[src/rtl/qfp_pkg.sv]
// qfp_pkg: transaction structs, field codes and verdict codes for the query frame parser
// no dependencies; imported by every module of the parser

package qfp_pkg;

  // field codes carried in field_id
  localparam logic [4:0] FLD_TEXT_LEN  = 5'd0;
  localparam logic [4:0] FLD_TEXT      = 5'd1;
  localparam logic [4:0] FLD_KIND      = 5'd2;
  localparam logic [4:0] FLD_TABLE_LEN = 5'd3;
  localparam logic [4:0] FLD_TABLE     = 5'd4;
  localparam logic [4:0] FLD_PART_FLAG = 5'd5;
  localparam logic [4:0] FLD_PARTITION = 5'd6;
  localparam logic [4:0] FLD_AGG_FLAG  = 5'd7;
  localparam logic [4:0] FLD_HOP_COUNT = 5'd8;
  localparam logic [4:0] FLD_HOP_LEN   = 5'd9;
  localparam logic [4:0] FLD_HOP_TEXT  = 5'd10;
  localparam logic [4:0] FLD_BUDGET    = 5'd11;
  localparam logic [4:0] FLD_STATUS    = 5'd12;
  localparam logic [4:0] FLD_PAY_LEN   = 5'd13;
  localparam logic [4:0] FLD_PAYLOAD   = 5'd14;
  localparam logic [4:0] FLD_ELAPSED   = 5'd15;
  localparam logic [4:0] FLD_DISCARD   = 5'd16;

  // verdict codes; the error codes share the same values
  localparam logic [2:0] VERDICT_PENDING  = 3'd0;
  localparam logic [2:0] VERDICT_ACCEPTED = 3'd1;
  localparam logic [2:0] VERDICT_TRUNC    = 3'd2;
  localparam logic [2:0] VERDICT_RANGE    = 3'd3;
  localparam logic [2:0] VERDICT_TRAILING = 3'd4;

  // configuration register indexes
  localparam logic [1:0] REG_MESSAGE_TYPE = 2'd0;
  localparam logic [1:0] REG_MAX_KIND     = 2'd1;
  localparam logic [1:0] REG_MAX_STATUS   = 2'd2;

  typedef struct packed {
    logic [7:0] data_byte;
    logic       final_byte;
  } in_t;

  typedef struct packed {
    logic [4:0]  field_id;
    logic [7:0]  byte_value;
    logic [31:0] hop_number;
    logic        message_end;
    logic [2:0]  verdict;
  } out_t;

  typedef struct packed {
    logic       message_type;
    logic [7:0] max_kind;
    logic [7:0] max_status;
  } cfg_t;

endpackage

[src/rtl/qfp_parser.sv]
// qfp_parser: per-byte parse state and field tagging, one byte per cycle while fire is high
// depends on qfp_pkg for the transaction structs and codes

module qfp_parser import qfp_pkg::*; #(
  parameter int LEN_WIDTH = 32
) (
  input  logic clk,
  input  logic rst,
  input  logic fire,
  input  in_t  in_data,
  input  cfg_t cfg,
  output out_t result
);

  typedef enum logic [4:0] {
    PH_TEXT_LEN  = 5'd0,
    PH_TEXT      = 5'd1,
    PH_KIND      = 5'd2,
    PH_TABLE_LEN = 5'd3,
    PH_TABLE     = 5'd4,
    PH_PART_FLAG = 5'd5,
    PH_PARTITION = 5'd6,
    PH_AGG_FLAG  = 5'd7,
    PH_HOP_COUNT = 5'd8,
    PH_HOP_LEN   = 5'd9,
    PH_HOP_TEXT  = 5'd10,
    PH_BUDGET    = 5'd11,
    PH_STATUS    = 5'd12,
    PH_PAY_LEN   = 5'd13,
    PH_PAYLOAD   = 5'd14,
    PH_ELAPSED   = 5'd15,
    PH_DONE      = 5'd16,
    PH_ERROR     = 5'd17,
    PH_START     = 5'd18
  } phase_t;

  phase_t               phase, phase_next;
  logic [2:0]           fixed_count, fixed_count_next;
  logic [31:0]          accum, accum_next;
  logic [LEN_WIDTH-1:0] text_left, text_left_next;
  logic [31:0]          hops_left, hops_left_next;
  logic [31:0]          hop_index, hop_index_next;
  logic [2:0]           err, err_next;

  phase_t      ph, text_phase, done_phase;
  logic        take, take8, take_len, take_count, text_byte, finish_text, fixed_done;
  logic [31:0] shifted;
  logic [63:0] len_wide;
  logic [7:0]  b;

  assign b        = in_data.data_byte;
  assign shifted  = {accum[23:0], b};
  assign len_wide = {32'd0, shifted} >> LEN_WIDTH;

  always_comb begin
    phase_next       = phase;
    fixed_count_next = fixed_count;
    accum_next       = accum;
    text_left_next   = text_left;
    hops_left_next   = hops_left;
    hop_index_next   = hop_index;
    err_next         = err;
    take             = 1'b0;
    take8            = 1'b0;
    take_len         = 1'b0;
    take_count       = 1'b0;
    text_byte        = 1'b0;
    finish_text      = 1'b0;
    text_phase       = PH_TEXT;
    done_phase       = PH_DONE;
    result.field_id    = FLD_DISCARD;
    result.byte_value  = b;
    result.hop_number  = 32'd0;
    result.message_end = in_data.final_byte;
    result.verdict     = VERDICT_PENDING;

    // message type is sampled on the first byte only
    if (phase == PH_START) begin
      ph = cfg.message_type ? PH_STATUS : PH_TEXT_LEN;
    end else begin
      ph = phase;
    end
    phase_next = ph;

    case (ph)
      PH_TEXT_LEN: begin
        result.field_id = FLD_TEXT_LEN;
        take = 1'b1; take_len = 1'b1; text_phase = PH_TEXT;
      end
      PH_TABLE_LEN: begin
        result.field_id = FLD_TABLE_LEN;
        take = 1'b1; take_len = 1'b1; text_phase = PH_TABLE;
      end
      PH_HOP_LEN: begin
        result.field_id   = FLD_HOP_LEN;
        result.hop_number = hop_index;
        take = 1'b1; take_len = 1'b1; text_phase = PH_HOP_TEXT;
      end
      PH_PAY_LEN: begin
        result.field_id = FLD_PAY_LEN;
        take = 1'b1; take_len = 1'b1; text_phase = PH_PAYLOAD;
      end
      PH_TEXT: begin
        result.field_id = FLD_TEXT;
        text_byte = 1'b1; text_phase = PH_TEXT;
      end
      PH_TABLE: begin
        result.field_id = FLD_TABLE;
        text_byte = 1'b1; text_phase = PH_TABLE;
      end
      PH_HOP_TEXT: begin
        result.field_id   = FLD_HOP_TEXT;
        result.hop_number = hop_index;
        text_byte = 1'b1; text_phase = PH_HOP_TEXT;
      end
      PH_PAYLOAD: begin
        result.field_id = FLD_PAYLOAD;
        text_byte = 1'b1; text_phase = PH_PAYLOAD;
      end
      PH_KIND: begin
        result.field_id = FLD_KIND;
        if (b > cfg.max_kind) begin
          err_next = VERDICT_RANGE; phase_next = PH_ERROR;
        end else begin
          phase_next = PH_TABLE_LEN;
        end
      end
      PH_PART_FLAG: begin
        result.field_id = FLD_PART_FLAG;
        phase_next = (b != 8'd0) ? PH_PARTITION : PH_AGG_FLAG;
      end
      PH_PARTITION: begin
        result.field_id = FLD_PARTITION;
        take = 1'b1; done_phase = PH_AGG_FLAG;
      end
      PH_AGG_FLAG: begin
        result.field_id = FLD_AGG_FLAG;
        phase_next = PH_HOP_COUNT;
      end
      PH_HOP_COUNT: begin
        result.field_id = FLD_HOP_COUNT;
        take = 1'b1; take_count = 1'b1;
      end
      PH_BUDGET: begin
        result.field_id = FLD_BUDGET;
        take = 1'b1; done_phase = PH_DONE;
      end
      PH_STATUS: begin
        result.field_id = FLD_STATUS;
        if (b > cfg.max_status) begin
          err_next = VERDICT_RANGE; phase_next = PH_ERROR;
        end else begin
          phase_next = PH_PAY_LEN;
        end
      end
      PH_ELAPSED: begin
        result.field_id = FLD_ELAPSED;
        take = 1'b1; take8 = 1'b1; done_phase = PH_DONE;
      end
      PH_DONE: begin
        // a byte past a complete frame
        err_next = VERDICT_TRAILING; phase_next = PH_ERROR;
      end
      default: begin
      end
    endcase

    // big-endian fixed-width numbers, four bytes or eight for elapsed
    fixed_done = take8 ? (fixed_count == 3'd7) : (fixed_count >= 3'd3);
    if (take) begin
      accum_next = shifted;
      if (fixed_done) begin
        fixed_count_next = 3'd0;
        accum_next       = 32'd0;
        if (take_len) begin
          if (len_wide != 64'd0) begin
            err_next = VERDICT_RANGE; phase_next = PH_ERROR;
          end else begin
            text_left_next = shifted[LEN_WIDTH-1:0];
            if (shifted != 32'd0) begin
              phase_next = text_phase;
            end else begin
              finish_text = 1'b1;
            end
          end
        end else if (take_count) begin
          hops_left_next = shifted;
          hop_index_next = 32'd0;
          phase_next     = (shifted != 32'd0) ? PH_HOP_LEN : PH_BUDGET;
        end else begin
          phase_next = done_phase;
        end
      end else begin
        fixed_count_next = fixed_count + 3'd1;
      end
    end

    if (text_byte) begin
      text_left_next = text_left - LEN_WIDTH'(1);
      if (text_left == LEN_WIDTH'(1)) begin
        finish_text = 1'b1;
      end
    end

    if (finish_text) begin
      case (text_phase)
        PH_TEXT:  phase_next = PH_KIND;
        PH_TABLE: phase_next = PH_PART_FLAG;
        PH_HOP_TEXT: begin
          hops_left_next = hops_left - 32'd1;
          hop_index_next = hop_index + 32'd1;
          phase_next     = (hops_left != 32'd1) ? PH_HOP_LEN : PH_BUDGET;
        end
        default: phase_next = PH_ELAPSED;
      endcase
    end

    // verdict on the final byte, then back to the start of a message
    if (in_data.final_byte) begin
      if (err_next != VERDICT_PENDING) begin
        result.verdict = err_next;
      end else if (phase_next == PH_DONE) begin
        result.verdict = VERDICT_ACCEPTED;
      end else begin
        result.verdict = VERDICT_TRUNC;
      end
      phase_next       = PH_START;
      fixed_count_next = 3'd0;
      accum_next       = 32'd0;
      text_left_next   = '0;
      hops_left_next   = 32'd0;
      hop_index_next   = 32'd0;
      err_next         = VERDICT_PENDING;
    end
  end

  always_ff @(posedge clk) begin
    if (rst) begin
      phase       <= PH_START;
      fixed_count <= 3'd0;
      accum       <= 32'd0;
      text_left   <= '0;
      hops_left   <= 32'd0;
      hop_index   <= 32'd0;
      err         <= VERDICT_PENDING;
    end else if (fire) begin
      phase       <= phase_next;
      fixed_count <= fixed_count_next;
      accum       <= accum_next;
      text_left   <= text_left_next;
      hops_left   <= hops_left_next;
      hop_index   <= hop_index_next;
      err         <= err_next;
    end
  end

endmodule

[src/rtl/qfp_out_buf.sv]
// qfp_out_buf: result register with a skid stage toward the output channel
// depends on qfp_pkg for the result struct

module qfp_out_buf import qfp_pkg::*; (
  input  logic clk,
  input  logic rst,
  input  logic push,
  input  out_t push_data,
  output logic full,
  output logic out_valid,
  output out_t out_data,
  input  logic out_stall
);

  logic skid_valid;
  out_t skid_data;
  logic pop;

  assign pop  = out_valid && !out_stall;
  assign full = skid_valid;

  always_ff @(posedge clk) begin
    if (rst) begin
      out_valid  <= 1'b0;
      skid_valid <= 1'b0;
    end else begin
      if (pop || !out_valid) begin
        if (skid_valid) begin
          out_valid  <= 1'b1;
          out_data   <= skid_data;
          skid_valid <= 1'b0;
        end else if (push) begin
          out_valid <= 1'b1;
          out_data  <= push_data;
        end else begin
          out_valid <= 1'b0;
        end
      end else if (push) begin
        skid_valid <= 1'b1;
        skid_data  <= push_data;
      end
    end
  end

endmodule

[src/rtl/query_frame_parser.sv]
// query_frame_parser: top level with configuration registers, parser and output buffer
// depends on qfp_pkg, qfp_parser and qfp_out_buf

// Streaming frame parser. Each input transaction carries one message byte and a flag on
// the last byte; each produces exactly one output transaction with the byte, the number of
// the field it belongs to, the hop index for hop fields, and on the final byte the verdict
// (accepted, truncated, value out of range, trailing bytes). One byte is taken every cycle
// while input stall is low. Each result is registered into the output register, or into a
// one-entry skid stage while the output is held; input stall rises only when both are full.
// Configuration (message type, largest kind, largest status) is written through the plain
// write port, by the user only while no message is in flight; the block does not enforce
// this. Message type is sampled on the first byte of each message.

module query_frame_parser import qfp_pkg::*; #(
  parameter int LEN_WIDTH = 32
) (
  input  logic       clk,
  input  logic       rst,
  input  logic       in_valid,
  input  in_t        in_data,
  output logic       in_stall,
  output logic       out_valid,
  output out_t       out_data,
  input  logic       out_stall,
  input  logic       cfg_we,
  input  logic [1:0] cfg_index,
  input  logic [7:0] cfg_data
);

  cfg_t cfg;
  logic in_fire;
  out_t result;

  // a byte moves in when the skid stage has room
  assign in_fire = in_valid && !in_stall;

  // configuration registers; writes past the last index are dropped
  always_ff @(posedge clk) begin
    if (rst) begin
      cfg.message_type <= 1'b0;
      cfg.max_kind     <= 8'hff;
      cfg.max_status   <= 8'hff;
    end else if (cfg_we) begin
      case (cfg_index)
        REG_MESSAGE_TYPE: cfg.message_type <= cfg_data[0];
        REG_MAX_KIND:     cfg.max_kind     <= cfg_data;
        REG_MAX_STATUS:   cfg.max_status   <= cfg_data;
        default: begin
        end
      endcase
    end
  end

  // parse state and per-byte tagging
  qfp_parser #(
    .LEN_WIDTH(LEN_WIDTH)
  ) u_parser (
    .clk     (clk),
    .rst     (rst),
    .fire    (in_fire),
    .in_data (in_data),
    .cfg     (cfg),
    .result  (result)
  );

  // result register plus skid stage
  qfp_out_buf u_out_buf (
    .clk       (clk),
    .rst       (rst),
    .push      (in_fire),
    .push_data (result),
    .full      (in_stall),
    .out_valid (out_valid),
    .out_data  (out_data),
    .out_stall (out_stall)
  );

  // skid stage fills only behind a held output
  a_skid_behind_out: assert property (@(posedge clk) disable iff (rst)
    in_stall |-> out_valid)
    else $error("skid stage full while output register empty");

  // a verdict is given on the final byte and only there
  a_verdict_on_end: assert property (@(posedge clk) disable iff (rst)
    out_valid |-> (out_data.message_end == (out_data.verdict != VERDICT_PENDING)))
    else $error("verdict and message end disagree");

  // hop index only travels with hop fields
  a_hop_number_zero: assert property (@(posedge clk) disable iff (rst)
    (out_valid && out_data.field_id != FLD_HOP_LEN && out_data.field_id != FLD_HOP_TEXT)
      |-> out_data.hop_number == 32'd0)
    else $error("hop number set outside hop fields");

  // an accepted byte with room downstream shows up next cycle
  a_byte_latency: assert property (@(posedge clk) disable iff (rst)
    (in_fire && !(out_valid && out_stall)) |=> out_valid)
    else $error("accepted transaction did not reach the output");

endmodule

[config.mk]
export PLATFORM = sky130hd
export DESIGN_NAME = query_frame_parser
export DESIGN_NICKNAME = d
export VERILOG_FILES = /design/src/rtl/qfp_pkg.sv /design/src/rtl/qfp_parser.sv /design/src/rtl/qfp_out_buf.sv /design/src/rtl/query_frame_parser.sv
export SDC_FILE = /design/constraint.sdc
export NUM_CORES = 1
export LEC_CHECK = 0
export ABC_AREA = 1
export BUFFER_PORTS_ARGS = -buffer_cell sky130_fd_sc_hd__buf_2
export CAP_MARGIN = 5
export CORE_ASPECT_RATIO = 1.75
export CORE_MARGIN = 2
export CORE_UTILIZATION = 44
export CTS_CLUSTER_DIAMETER = 80
export CTS_CLUSTER_SIZE = 40
export DETAILED_ROUTE_END_ITERATION = 12
export GPL_ROUTABILITY_DRIVEN = 1
export PLACE_DENSITY = 0.69
export SETUP_SLACK_MARGIN = 0.05
export SLEW_MARGIN = 5
export SYNTH_ARGS = -nofsm -noshare
export SYNTH_HDL_FRONTEND = slang
export SYNTH_SLANG_ARGS = --single-unit
[constraint.sdc]
create_clock -name clk -period 3.5 [get_ports clk]
set_input_delay 0.175 -clock clk [delete_from_list [all_inputs] [get_ports clk]]
set_output_delay 0.175 -clock clk [all_outputs]
set_load 0.01 [all_outputs]
Yosys cells after proc, flatten, opt, wreduce, memory -nomap -nowiden
Index checks and enable logic that the tools add are counted.
{ "classes": {"addsub": 4, "order_cmp": 3, "n_eq_ne": 26, "muxes": 68, "n_bitwise": 2, "n_reduce_logical": 30} }
{ "ops": {"columns": ["op", "count"], "rows": [
  ["two-way mux 32 bit", 20],
  ["two-way mux 49 bit", 2],
  ["case mux 5 bit (16 select lines)", 1],
  ["two-way mux 24 bit", 3],
  ["subtractor 32 x 1 -> 32 bit, second input constant", 2],
  ["two-way mux 5 bit", 11],
  ["== test 5 x 4 -> 1 bit, second input constant", 8],
  ["adder 32 x 1 -> 32 bit, second input constant", 1],
  ["== test 32 x 1 -> 1 bit, second input constant", 1],
  ["inequality test 32 x 1 -> 1 bit, second input constant", 1],
  ["nonzero test 32 bit", 1],
  ["case mux 5 bit (5 select lines)", 1],
  ["two-way mux 3 bit", 8],
  ["== test 5 x 3 -> 1 bit, second input constant", 4],
  ["greater-than comparator 8 bit", 2],
  ["== test 5 bit, second input constant", 3],
  ["two-way mux 1 bit", 15],
  ["case mux 5 bit (3 select lines)", 1],
  ["case mux 4 bit (3 select lines)", 1],
  ["nonzero test 3 bit", 4],
  ["== test 5 x 2 -> 1 bit, second input constant", 2],
  ["case mux 3 bit (3 select lines)", 1],
  ["AND reduction 2 bit", 4],
  ["nonzero test 8 bit", 1],
  ["23 further kinds", 35]
]} }
{ "word_totals": {"reg_bits": 248, "output_inout_bits": 51, "wordCells": 155} }

Logic depth before layout (Yosys ltp)
Gate-level depths: netlist of run 1.
{ "depth": {"depth_word": 17, "depth_mapped": 18} }

Cells and area by module
A second synthesis of run 1 with hierarchy kept.
{ "unflattened": {"cells_unflattened": 2242, "area_unflattened_um2": 15439.8} }
{ "by_module_without_submodules": {"columns": ["mod", "instances", "cells_per_inst", "area_per_inst_um2", "seq_area_each_um2"], "rows": [
  ["qfp_parser", 1, 1891, 10949.3, 2622.5],
  ["qfp_out_buf", 1, 268, 3782.4, 2982.9],
  ["query_frame_parser", 1, 83, 708.2, 340.3]
]} }

Worst setup path after synthesis of run 1
OpenSTA, ideal clock, no wires.
{ "synth_timing": {"kind": "reg2reg", "startpoint": "register u_out_buf.skid_valid, in the netlist u_out_buf.full", "endpoint": "register u_out_buf.skid_data[0] in the netlist's numbering (enable)", "setup_ns": 0.456, "arrival_ns": 3.198, "required_time_ns": 3.044, "slack_ns": -0.154, "stages_incl_launch_ff": 5, "path_buffers": 1, "period_less_slack_ns": 3.654, "cell_sequence": "dfxtp_1 nor2_1 inv_2 clkbuf_1 nor2_1"} }
{ "synth_via": {"elab_chain_cells": 3} }
{ "synth_rtl": {"columns": ["element", "line_no", "rtl"], "rows": [
  ["start, declared", "qfp_out_buf.sv:15", "logic skid_valid;"],
  ["start signal, assigned", "qfp_out_buf.sv:25", "skid_valid <= 1'b0;"],
  ["start signal, assigned", "qfp_out_buf.sv:31", "skid_valid <= 1'b0;"],
  ["start signal, assigned", "qfp_out_buf.sv:39", "skid_valid <= 1'b1;"],
  ["zero test 1 bit", "query_frame_parser.sv:35", "assign in_fire = in_valid && !in_stall;"],
  ["logical AND 1 bit", "query_frame_parser.sv:35", null],
  ["AND reduction 3 bit (no line)", null, null],
  ["end signal, assigned", "qfp_out_buf.sv:40", "skid_data <= push_data;"],
  ["end, declared", "qfp_out_buf.sv:16", "out_t skid_data;"]
]} }
No other way between the ends.
A chain may end at the register's enable or synchronous reset.

Final worst setup path of run 1
{ "layout_timing": {"startpoint": "input in_data[1] in the netlist's numbering", "endpoint": "register u_parser.hops_left[0]"} }
{ "layout_via": {"elab_chain_cells": 9, "elab_cells_between_ends": 14, "classes_between": "13 x mux; 1 x reduce/logical"} }
{ "layout_rtl": {"columns": ["element", "line_no", "rtl"], "rows": [
  ["start, declared", "query_frame_parser.sv:20", "input in_t in_data,"],
  ["nonzero test 32 bit", "qfp_parser.sv:180", "if (shifted != 32'd0) begin"],
  ["two-way mux 1 bit", "qfp_parser.sv:180", null],
  ["two-way mux 1 bit", "qfp_parser.sv:175", "if (take_len) begin"],
  ["two-way mux 1 bit", "qfp_parser.sv:172", "if (fixed_done) begin"],
  ["two-way mux 1 bit", "qfp_parser.sv:170", "if (take) begin"],
  ["two-way mux 1 bit", "qfp_parser.sv:200", "if (text_left == LEN_WIDTH'(1)) begin"],
  ["two-way mux 1 bit", "qfp_parser.sv:198", "if (text_byte) begin"],
  ["two-way mux 32 bit (*)", "qfp_parser.sv:205", "if (finish_text) begin"],
  ["two-way mux 32 bit (*)", "qfp_parser.sv:219", "if (in_data.final_byte) begin"],
  ["end signal, assigned", "qfp_parser.sv:251", "hops_left <= hops_left_next;"],
  ["end, declared", "qfp_parser.sv:41", "logic [31:0] hops_left, hops_left_next;"]
]} }
Every way passes the cells marked *; elsewhere a longest branch is shown, timed or not.

==> results of run 1 <==
final cells by class:
cell class,instances,share of cell area (%)
clock buffers,11,1.666
well taps,460,3.483
flip-flops and latches,248,35.99
inverters,204,4.634
repair buffers,127,5.164
clock inverters,6,0.5528
multi-input cells,1630,48.51
cell usage after synthesis (all sizes together) (3+ instances only):
master  number
a211oi      22
or2          4
o22ai       14
xnor2        8
nor3        36
o211ai      58
o21ai      178
nand2      698
nor2       188
nand3       95
nor4        18
a21oi      142
nand3b       3
dfxtp      150
nand4       66
clkbuf      69
xor2        63
edfxtp      98
inv        202
buf         50
ha          24
metal layers:
metal	wire [um]	up-vias
li1	-	7338
met1	17510	6928
met5	0	-
met2	24120	542
met3	1925	169
met4	2835	0
kinds of logic (layout without fill, tap and decap cells):
group / after synthesis / after routing / synth area share [%]
fa+ha+maj: 24 / 24 / 1.973
buf+inv: 323 / 348 / 8.509
flops: 248 / 248 / 39.07
simple gates: 1111 / 1111 / 30.78
compound gates: 424 / 424 / 15.58
xor+xnor: 71 / 71 / 4.086
cells in the final DEF (no fill, tap or decap), types with 63 or more instances in the layout:
cell type  count
buf_2         73
a21oi_1      142
nand2_1      691
nor2_1       177
inv_1        191
nand3_1       93
nand4_1       64
xor2_1        63
o21ai_0      135
dfxtp_1      149
edfxtp_1      98
power by group:
| group | switching (mW) | internal, mW |
|---|---|---|
| combinational | 1.17 | 0.562 |
| sequential | 0.126 | 3.14 |
| clock | 1.03 | 0.640 |
state kept, by name, indices dropped and copies added (netlist names):
register,count
u_out_buf.out_data,49
u_out_buf.skid_data,49
u_parser.hop_index,32
u_parser.hops_left,32
u_parser.text_left,32
u_parser.accum,24
cfg,17
u_parser.phase,5
u_parser.err,3
u_parser.fixed_count,3
u_out_buf.full,1
u_out_buf.out_valid,1
path summary, 6_finish.rpt:
kind	endpoint
setup reg to reg	u_parser.text_left[26]
hold reg to reg	u_out_buf.full
hold / removal	u_out_buf.skid_data[42]
setup / recovery	u_parser.hops_left[0]
==> impl_metrics.toml, run 1 <==
[floorplanning]
dieArea_mm2 = 0.03615
initial_utilization_pct = 44.46
fp.dieW_um = 144.6
core_mm2 = 0.03423
die_h_um = 250.0
ios = 75
rows = 90

[cells_and_area]
regArea_mm2 = 0.005947
fin_nets = 2270
antenna_cells = 0
finish.utilization_pct = 48.27
drive_above_1_share_pct = 7.547
fin_cells = 2686
multi_input_area_mm2 = 0.008015
area_growth_pct = 8.575
finish.instance_area_mm2 = 0.01652
fillCellCount = 3529

[flow_run]
maxCapViolations = 0

[global_route]
grt_usage_pct = 25.42
grt_overflow_total = 0
use_met3_pct = 1.976
grt_pass1_wl_um = 73510
grt_max_degree = 76
met2_usage_pct = 46.72
globalRouteMet1Util_pct = 28.31
grt_pass1_vias = 14230
antenna_found_initial = 0
grt_busiest_layer = "met2"

[logic_synthesis]
syn-cell-area_mm2 = 0.01522
synth_cell_types = 47
syn_nets = 2249
ys_ff_latch = 248
syn_inst = 2201
post-synth-top-area-cell = "dfxtp_1"
yosysSeqAreaShare_pct = 39.07
synth_top_flop_cell = "dfxtp_1"
yosysWarnings = 0
synth.area.top_cells = "dfxtp_1 (20%), edfxtp_1 (19%), nand2_1 (17%)"
synth-edff-count = 98
netlist.area_leader.share_pct = 19.73
avgSynthCellArea_um2 = 6.914
synthArstFlopShare_pct = 0

[critical_path]
slowest_delay_ns = 0.55
crit_cells = 14
cp-start-kind = "input port"
crit_start = "in_data[1]"
cpMaxStageDelayCell = "dlygate4sd3_1"
reg2reg_slack_ns = 0.71
crit_chain = "dlygate4sd3_1 -> buf_2 -> inv_1 -> nand4_1 -> or2_2 -> nor2_1 -> nand3_1 -> nor2_4 -> nand3_1 -> nand2_1 -> nand2_1 -> nand2_1 -> nand3_1 -> a21oi_1"
worstPathArrival_ns = 3.38
cp_top_family = "simple AND/OR/NAND/NOR gates"
critPathMaxFanout = 12
cp.required_ns = 3.97
critPathKind = "in2reg"
worstSetupEndpointType = "register"
r2r-start = "u_parser.phase[2]"
path_buf_inv = 3
reg2regPathDepth = 14

[timing]
rsz0062_at_grt = "no"
timing.final.crit_share_pct = 83.24
finalHoldWorstSlack_ns = 0.02478
worst_pin_slew_ns = 0.9079
layout_min_cycle_time_ns = 2.913
setup_ws_ns = 0.5868
slew_headroom_pct = 39.47
fin_setup_tns_ns = 0
hold_viol_final = 0
fmax_ghz = 0.3433
drv_slew = 0
finalSetupViolCount = 0
clock-skew-final_ns = 0.03094

[clocking]
clkTransAtPathRegs_ns = 0.15
cts_tree = "built"
clk_latency_ns = 0.52
ctsRootBufferMaster = "clkbuf_16"
ctsHtreeMaxLevel = 1
clock_sinks = 248
cts_made_buffers = 11
post_cts_resized = 0
ctsLongestPathBuffers = 3
cts_setup_buffers = 0
hold_buffers = 18

[power_and_ir_drop]
fin_total_pwr_mw = 6.666
p_leak_nw = 6.937
powerDensity_mw_per_mm2 = 403.4
ir_worst_vdd_v = 0.0003601

[worst_hold_path]
hold_class = "in2reg"
holdPathStages = 1
min_from = "in_data[7]"

[placed_design]
place_hpwl_um = 33070
portBuffers = 74
pre_cts_slack_ns = 0.6894
gp_congestion = 0.9882
placed_cell_area_mm2 = 0.01598
dpl.cell_count = 2651

[route]
detail-route-antenna-nets = 0
first_iter_violations = 1238
dr_total_vias = 14980
viasPerCell = 5.576
drtPass1Iterations = 5
wl_per_cell_um = 17.27
drc = 0
totalWireLength_um = 46390

[run_status]
status = "completed"
No activity file was read; power rests on OpenSTA's default activity.
==> run 2, diff against run 1 <==
PLACE_DENSITY = 0.66   (was 0.69)
clock period = 3 ns   (was 3.5 ns; I/O delays follow)
==> run 2 against run 1 <==
  * Cell count rose by 0.63%
  * Clock-buffer cell count is 3 higher
  * Non-clock buffer count is 14 higher
  * Critical path type is now reg2reg
  * Global-route usage rose by 0.24 points
  * Total power increased by 21%
  * Critical endpoint is now u_parser.text_left[1]
  * Register-to-register slack lost 0.45 ns
  * Flip-flop and latch count unchanged
  * Routed wire length down 0.25%
  * Clock skew is 0.018 ns higher
==> impl_metrics.toml, run 2 (synthesis gave the netlist of run 1 again) <==
[timing]
fin_setup_tns_ns = 0
finalSetupViolCount = 0
rsz0062_at_grt = "yes"
worst_pin_slew_ns = 0.9058
layout_min_cycle_time_ns = 2.740
slew_headroom_pct = 39.61
drv_slew = 0
fmax_ghz = 0.3649
clock-skew-final_ns = 0.04925
timing.final.crit_share_pct = 91.34
hold_viol_final = 0

[cells_and_area]
fin_nets = 2285
antenna_cells = 0
layout_commonest_cell = "nand2_1"
final_cell_mix = "nand2_1 (690), inv_1 (191), nor2_1 (177), dfxtp_1 (149), a21oi_1 (142)"
drive_above_1_share_pct = 8.114
fin_cells = 2703
area_growth_pct = 10.36
top_regs = "u_out_buf.out_data x49, u_out_buf.skid_data x49"

[route]
totalWireLength_um = 46280
wl_per_cell_um = 17.12
first_iter_violations = 1032
drtPass1Iterations = 7
drc = 0
viasPerCell = 5.496
dr_total_vias = 14860
detail-route-antenna-nets = 0

[power_and_ir_drop]
powerDensity_mw_per_mm2 = 479.4
ir_worst_vdd_v = 0.0004812
p_leak_nw = 7.073

[critical_path]
worstPathArrival_ns = 3.17
cp.required_ns = 3.43
cp-start-kind = "register"
worstSetupEndpointType = "register"
crit_start = "u_parser.phase[2]"
r2r-start = "u_parser.phase[2]"
critPathMaxFanout = 15
critPathKind = "reg2reg"

[placed_design]
dpl.cell_count = 2658
place_hpwl_um = 32670
gp_congestion = 0.9598
portBuffers = 74

[global_route]
grt_overflow_total = 0
grt_pass1_wl_um = 74180
antenna_found_initial = 0
grt_pass1_vias = 14350
grt_usage_pct = 25.65
grt_max_degree = 114

[clocking]
ctsHtreeMaxLevel = 1
cts_tree = "built"
clkTransAtPathRegs_ns = 0.15
clk_latency_ns = 0.54
ctsLongestPathBuffers = 3
ctsRootBufferMaster = "clkbuf_16"
cts_made_buffers = 12
clock_sinks = 248

[floorplanning]
rows = 90
ios = 75
core_mm2 = 0.03423
dieArea_mm2 = 0.03615
die_h_um = 250.0
initial_utilization_pct = 44.46
fp.dieW_um = 144.6

[worst_hold_path]
min_from = "in_data[0]"
hold_class = "in2reg"

[flow_run]
maxCapViolations = 0

[run_status]
status = "completed"
==> run 2: cell count changes in the layout (fill, tap and decap cells not counted), moves of 2 or more <==
| cell | change |
|---|---|
| buf_12 | +6 |
| buf_4 | +3 |
| clkbuf_16 | +3 |
| dlygate4sd3_1 | +5 |
| inv_12 | -2 |
| inv_16 | +2 |
==> run 2: per-stage QoR <==
step           cell area, um^2  hold WS (ns)  total power [mW]  setup slack (ns)  utilization, %
6_report                 16790        0.1375             8.052            0.2599           49.06
5_1_grt                  16790       0.09413             8.474           0.04209           49.06
4_1_cts                  16780        0.1010             8.100            0.1928           49.01
3_5_place_dp             16100        0.3940             5.890            0.2543           47.04
3_3_place_gp             16100        0.3841             5.866            0.3001           47.04
2_1_floorplan            15220        0.2489             5.298            0.1602               -
==> run 2: final timing paths <==
check / to / slack, ns / depth (start not counted)
setup / recovery: u_parser.text_left[1] / 0.26 / 13
hold / removal: u_out_buf.skid_data[3] / 0.14 / 1
setup reg to reg: u_parser.text_left[1] / 0.26 / 13
hold reg to reg: u_parser.err[0] / 0.48 / 2
==> run 2: repair_timing <==
| item | in CTS | in global routing |
|---|---|---|
| endpoints found under the hold margin | 32 | 0 |
| hold buffers | 23 | 0 |
| setup buffers | 0 | 2 |
| setup endpoints to repair | 0 | 30 |
| gates resized for setup | 0 | 1 |
==> run 2: power by group <==
group	switching (mW)	internal [mW]	leakage, nW
registers	0.145	3.66	2.19
logic	1.37	0.687	4.67
clock network	1.27	0.921	0.216
total	2.78	5.27	7.07
==> run 2: final cells by class <==
cell class / instances / area [um^2]
repair buffers: 141 / 1046
well taps: 460 / 575.6
inverters: 204 / 765.7
clock buffers: 14 / 350.3
flip-flops and latches: 248 / 5947
clock inverters: 6 / 92.59
multi-input cells: 1630 / 8018
fillers: 3518 / 17440
==> run 2: per-layer routing <==
| layer | wire (um) | global-route usage (%) | vias up |
|---|---|---|---|
| li1 | - | - | 7381 |
| met1 | 17520 | 28.77 | 6856 |
| met2 | 24270 | 47.14 | 492 |
| met3 | 1881 | 1.957 | 128 |
| met4 | 2613 | 13.79 | 0 |
| met5 | 0 | 0 | - |
==> run 2: worst max-delay path, cell delays in order, from the launching register on <==
cell,delay (ns)
dfxtp_1,0.36
nor2_1,0.26
nand2_1,0.11
nand2_2,0.18
nand3_2,0.14
inv_2,0.08
nand2_1,0.11
nand3_2,0.18
inv_2,0.08
buf_4,0.20
nand2_1,0.50
o22ai_1,0.16
o21ai_0,0.22
a21oi_1,0.06
==> run 3, diff against run 2 <==
CTS_BUF_LIST = sky130_fd_sc_hd__clkbuf_8   (was not set)
==> run 3 against run 2 <==
  * Largest cell class unchanged
  * Register-to-register slack better by 0.04 ns
  * Cell count about the same
  * Sequential share of layout area is 0.26 points higher
  * Die area unchanged
  * Clock power shrank 18%
==> impl_metrics.toml, run 3 (synthesis gave the netlist of run 1 again) <==
[run_status]
status = "completed"

[power_and_ir_drop]
p_leak_nw = 7.013
fin_total_pwr_mw = 7.657
powerDensity_mw_per_mm2 = 459.2
ir_worst_vdd_v = 0.0003579

[critical_path]
worstPathArrival_ns = 3.18
crit_cells = 14
reg2reg_to = "u_parser.text_left[31]"
cpMaxStageDelayCell = "dfxtp_1"
reg2reg_slack_ns = 0.30
critPathKind = "reg2reg"
critPathMaxFanout = 18
cp_top_family = "simple AND/OR/NAND/NOR gates"
cp.required_ns = 3.48
slowest_delay_ns = 0.55
crit_chain = "nor2_4 -> nand2_1 -> nand2_2 -> nand3_2 -> inv_2 -> nand2_1 -> nand3_2 -> inv_2 -> buf_4 -> nand3_1 -> nand2_2 -> clkinv_2 -> o21ai_0 -> a21oi_1"
reg2regPathDepth = 14
path_buf_inv = 4
r2r-start = "u_parser.phase[0]"
cp-start-kind = "register"
worstSetupEndpointType = "register"

[cells_and_area]
final_cell_mix = "nand2_1 (689), inv_1 (191), nor2_1 (177), dfxtp_1 (149), a21oi_1 (142)"
fin_nets = 2286
fillCellCount = 3534
top_regs = "u_out_buf.out_data x49, u_out_buf.skid_data x49"
layout_commonest_cell = "nand2_1"
area_growth_pct = 9.562
drive_above_1_share_pct = 8.155

[floorplanning]
ios = 75
core_mm2 = 0.03423
die_h_um = 250.0
fp.dieW_um = 144.6
rows = 90
dieArea_mm2 = 0.03615
initial_utilization_pct = 44.46

[timing]
rsz0062_at_grt = "no"
layout_min_cycle_time_ns = 2.700
drv_slew = 0
finalSetupViolCount = 0
clock-skew-final_ns = 0.07692
fmax_ghz = 0.3703
fin_setup_tns_ns = 0
worst_pin_slew_ns = 0.9045
hold_viol_final = 0
timing.final.crit_share_pct = 90.01
slew_headroom_pct = 39.70

[global_route]
grt_pass1_vias = 14400
grt_overflow_total = 0
grt_pass1_wl_um = 74340
grt_usage_pct = 25.70
antenna_found_initial = 1
grt_max_degree = 114

[route]
first_iter_violations = 1116
viasPerCell = 5.494
detail-route-antenna-nets = 0
wl_per_cell_um = 17.16
dr_total_vias = 14860
drc = 0
totalWireLength_um = 46420
drtPass1Iterations = 5

[worst_hold_path]
min_to = "cfg[2]"
holdPathStages = 4
min_from = "cfg_data[2]"
hold_class = "in2reg"

[clocking]
ctsLongestPathBuffers = 3
ctsRootBufferMaster = "clkbuf_8"
clkTransAtPathRegs_ns = 0.23
clk_latency_ns = 0.62
cts_tree = "built"
clock_sinks = 248
cts_made_buffers = 12
ctsHtreeMaxLevel = 1

[placed_design]
place_hpwl_um = 32670
gp_congestion = 0.9598
portBuffers = 74

[flow_run]
maxCapViolations = 0
==> run 3: metal layers <==
layer	share of wire, %	track usage (%)	vias to the layer above	wire [um]
met5	0	0	-	0
met4	5.7	14.23	0	2642
met3	3.6	1.938	128	1672
met2	52	47.14	432	24340
met1	38	28.72	6922	17760
li1	-	-	7380	-
==> run 3: what timing repair did <==
action                     4_1_cts  5_1_grt
hold endpoints to repair        41        0
hold buffers                    24        0
buffers inserted                 0        2
setup endpoints to repair        0       41
gates resized for setup          0        4
==> run 3: how the worst max path moves through the flow <==
stage                                  from                endpoint  slack (ns)
after detailed placement  u_parser.phase[2]   u_parser.hops_left[8]        0.25
after floorplan              u_out_buf.full  u_out_buf.skid_data[0]        0.16
after CTS                 u_parser.phase[2]   u_parser.hops_left[8]        0.15
after global placement           in_data[1]   u_parser.hops_left[4]        0.30
after global routing      u_parser.phase[0]  u_parser.text_left[25]        0.07
final                     u_parser.phase[0]  u_parser.text_left[31]        0.30
==> run 3: per-stage QoR <==
stage	hold slack, ns	cells	setup slack (ns)	area (um^2)	utilization (%)
4_1_cts	0.2591	2702	0.1543	16650	48.63
5_1_grt	0.2734	2705	0.06779	16670	48.71
2_1_floorplan	0.2489	2201	0.1602	15220	-
6_report	0.2803	2705	0.2998	16670	48.71
3_5_place_dp	0.3940	2658	0.2543	16100	47.04
3_3_place_gp	0.3841	2658	0.3001	16100	47.04
==> run 3: layout make-up <==
class | instances | area, um^2 | area share (%)
Multi-Input combinational cell | 1630 | 8020 | 48.10
Sequential cell | 248 | 5947 | 35.67
Timing Repair Buffer | 142 | 1060 | 6.356
Inverter | 204 | 767.0 | 4.600
Tap cell | 460 | 575.6 | 3.452
Clock buffer | 13 | 178.9 | 1.073
Clock inverter | 7 | 122.6 | 0.7354
Antenna cell | 1 | 2.502 | 0.01501
==> run 3: power breakdown <==
part	internal [mW]	switching [mW]	leakage (nW)	total (mW)
logic	0.689	1.37	4.67	2.06
clock network	0.566	1.23	0.152	1.79
registers	3.66	0.145	2.19	3.81
==> run 3: worst register-to-register path, cell delays in order (launching register included) <==
cell	delay [ns]
dfxtp_1	0.55
nor2_4	0.08
nand2_1	0.08
nand2_2	0.13
nand3_2	0.15
inv_2	0.05
nand2_1	0.12
nand3_2	0.19
inv_2	0.14
buf_4	0.22
nand3_1	0.12
nand2_2	0.17
clkinv_2	0.25
o21ai_0	0.25
a21oi_1	0.06
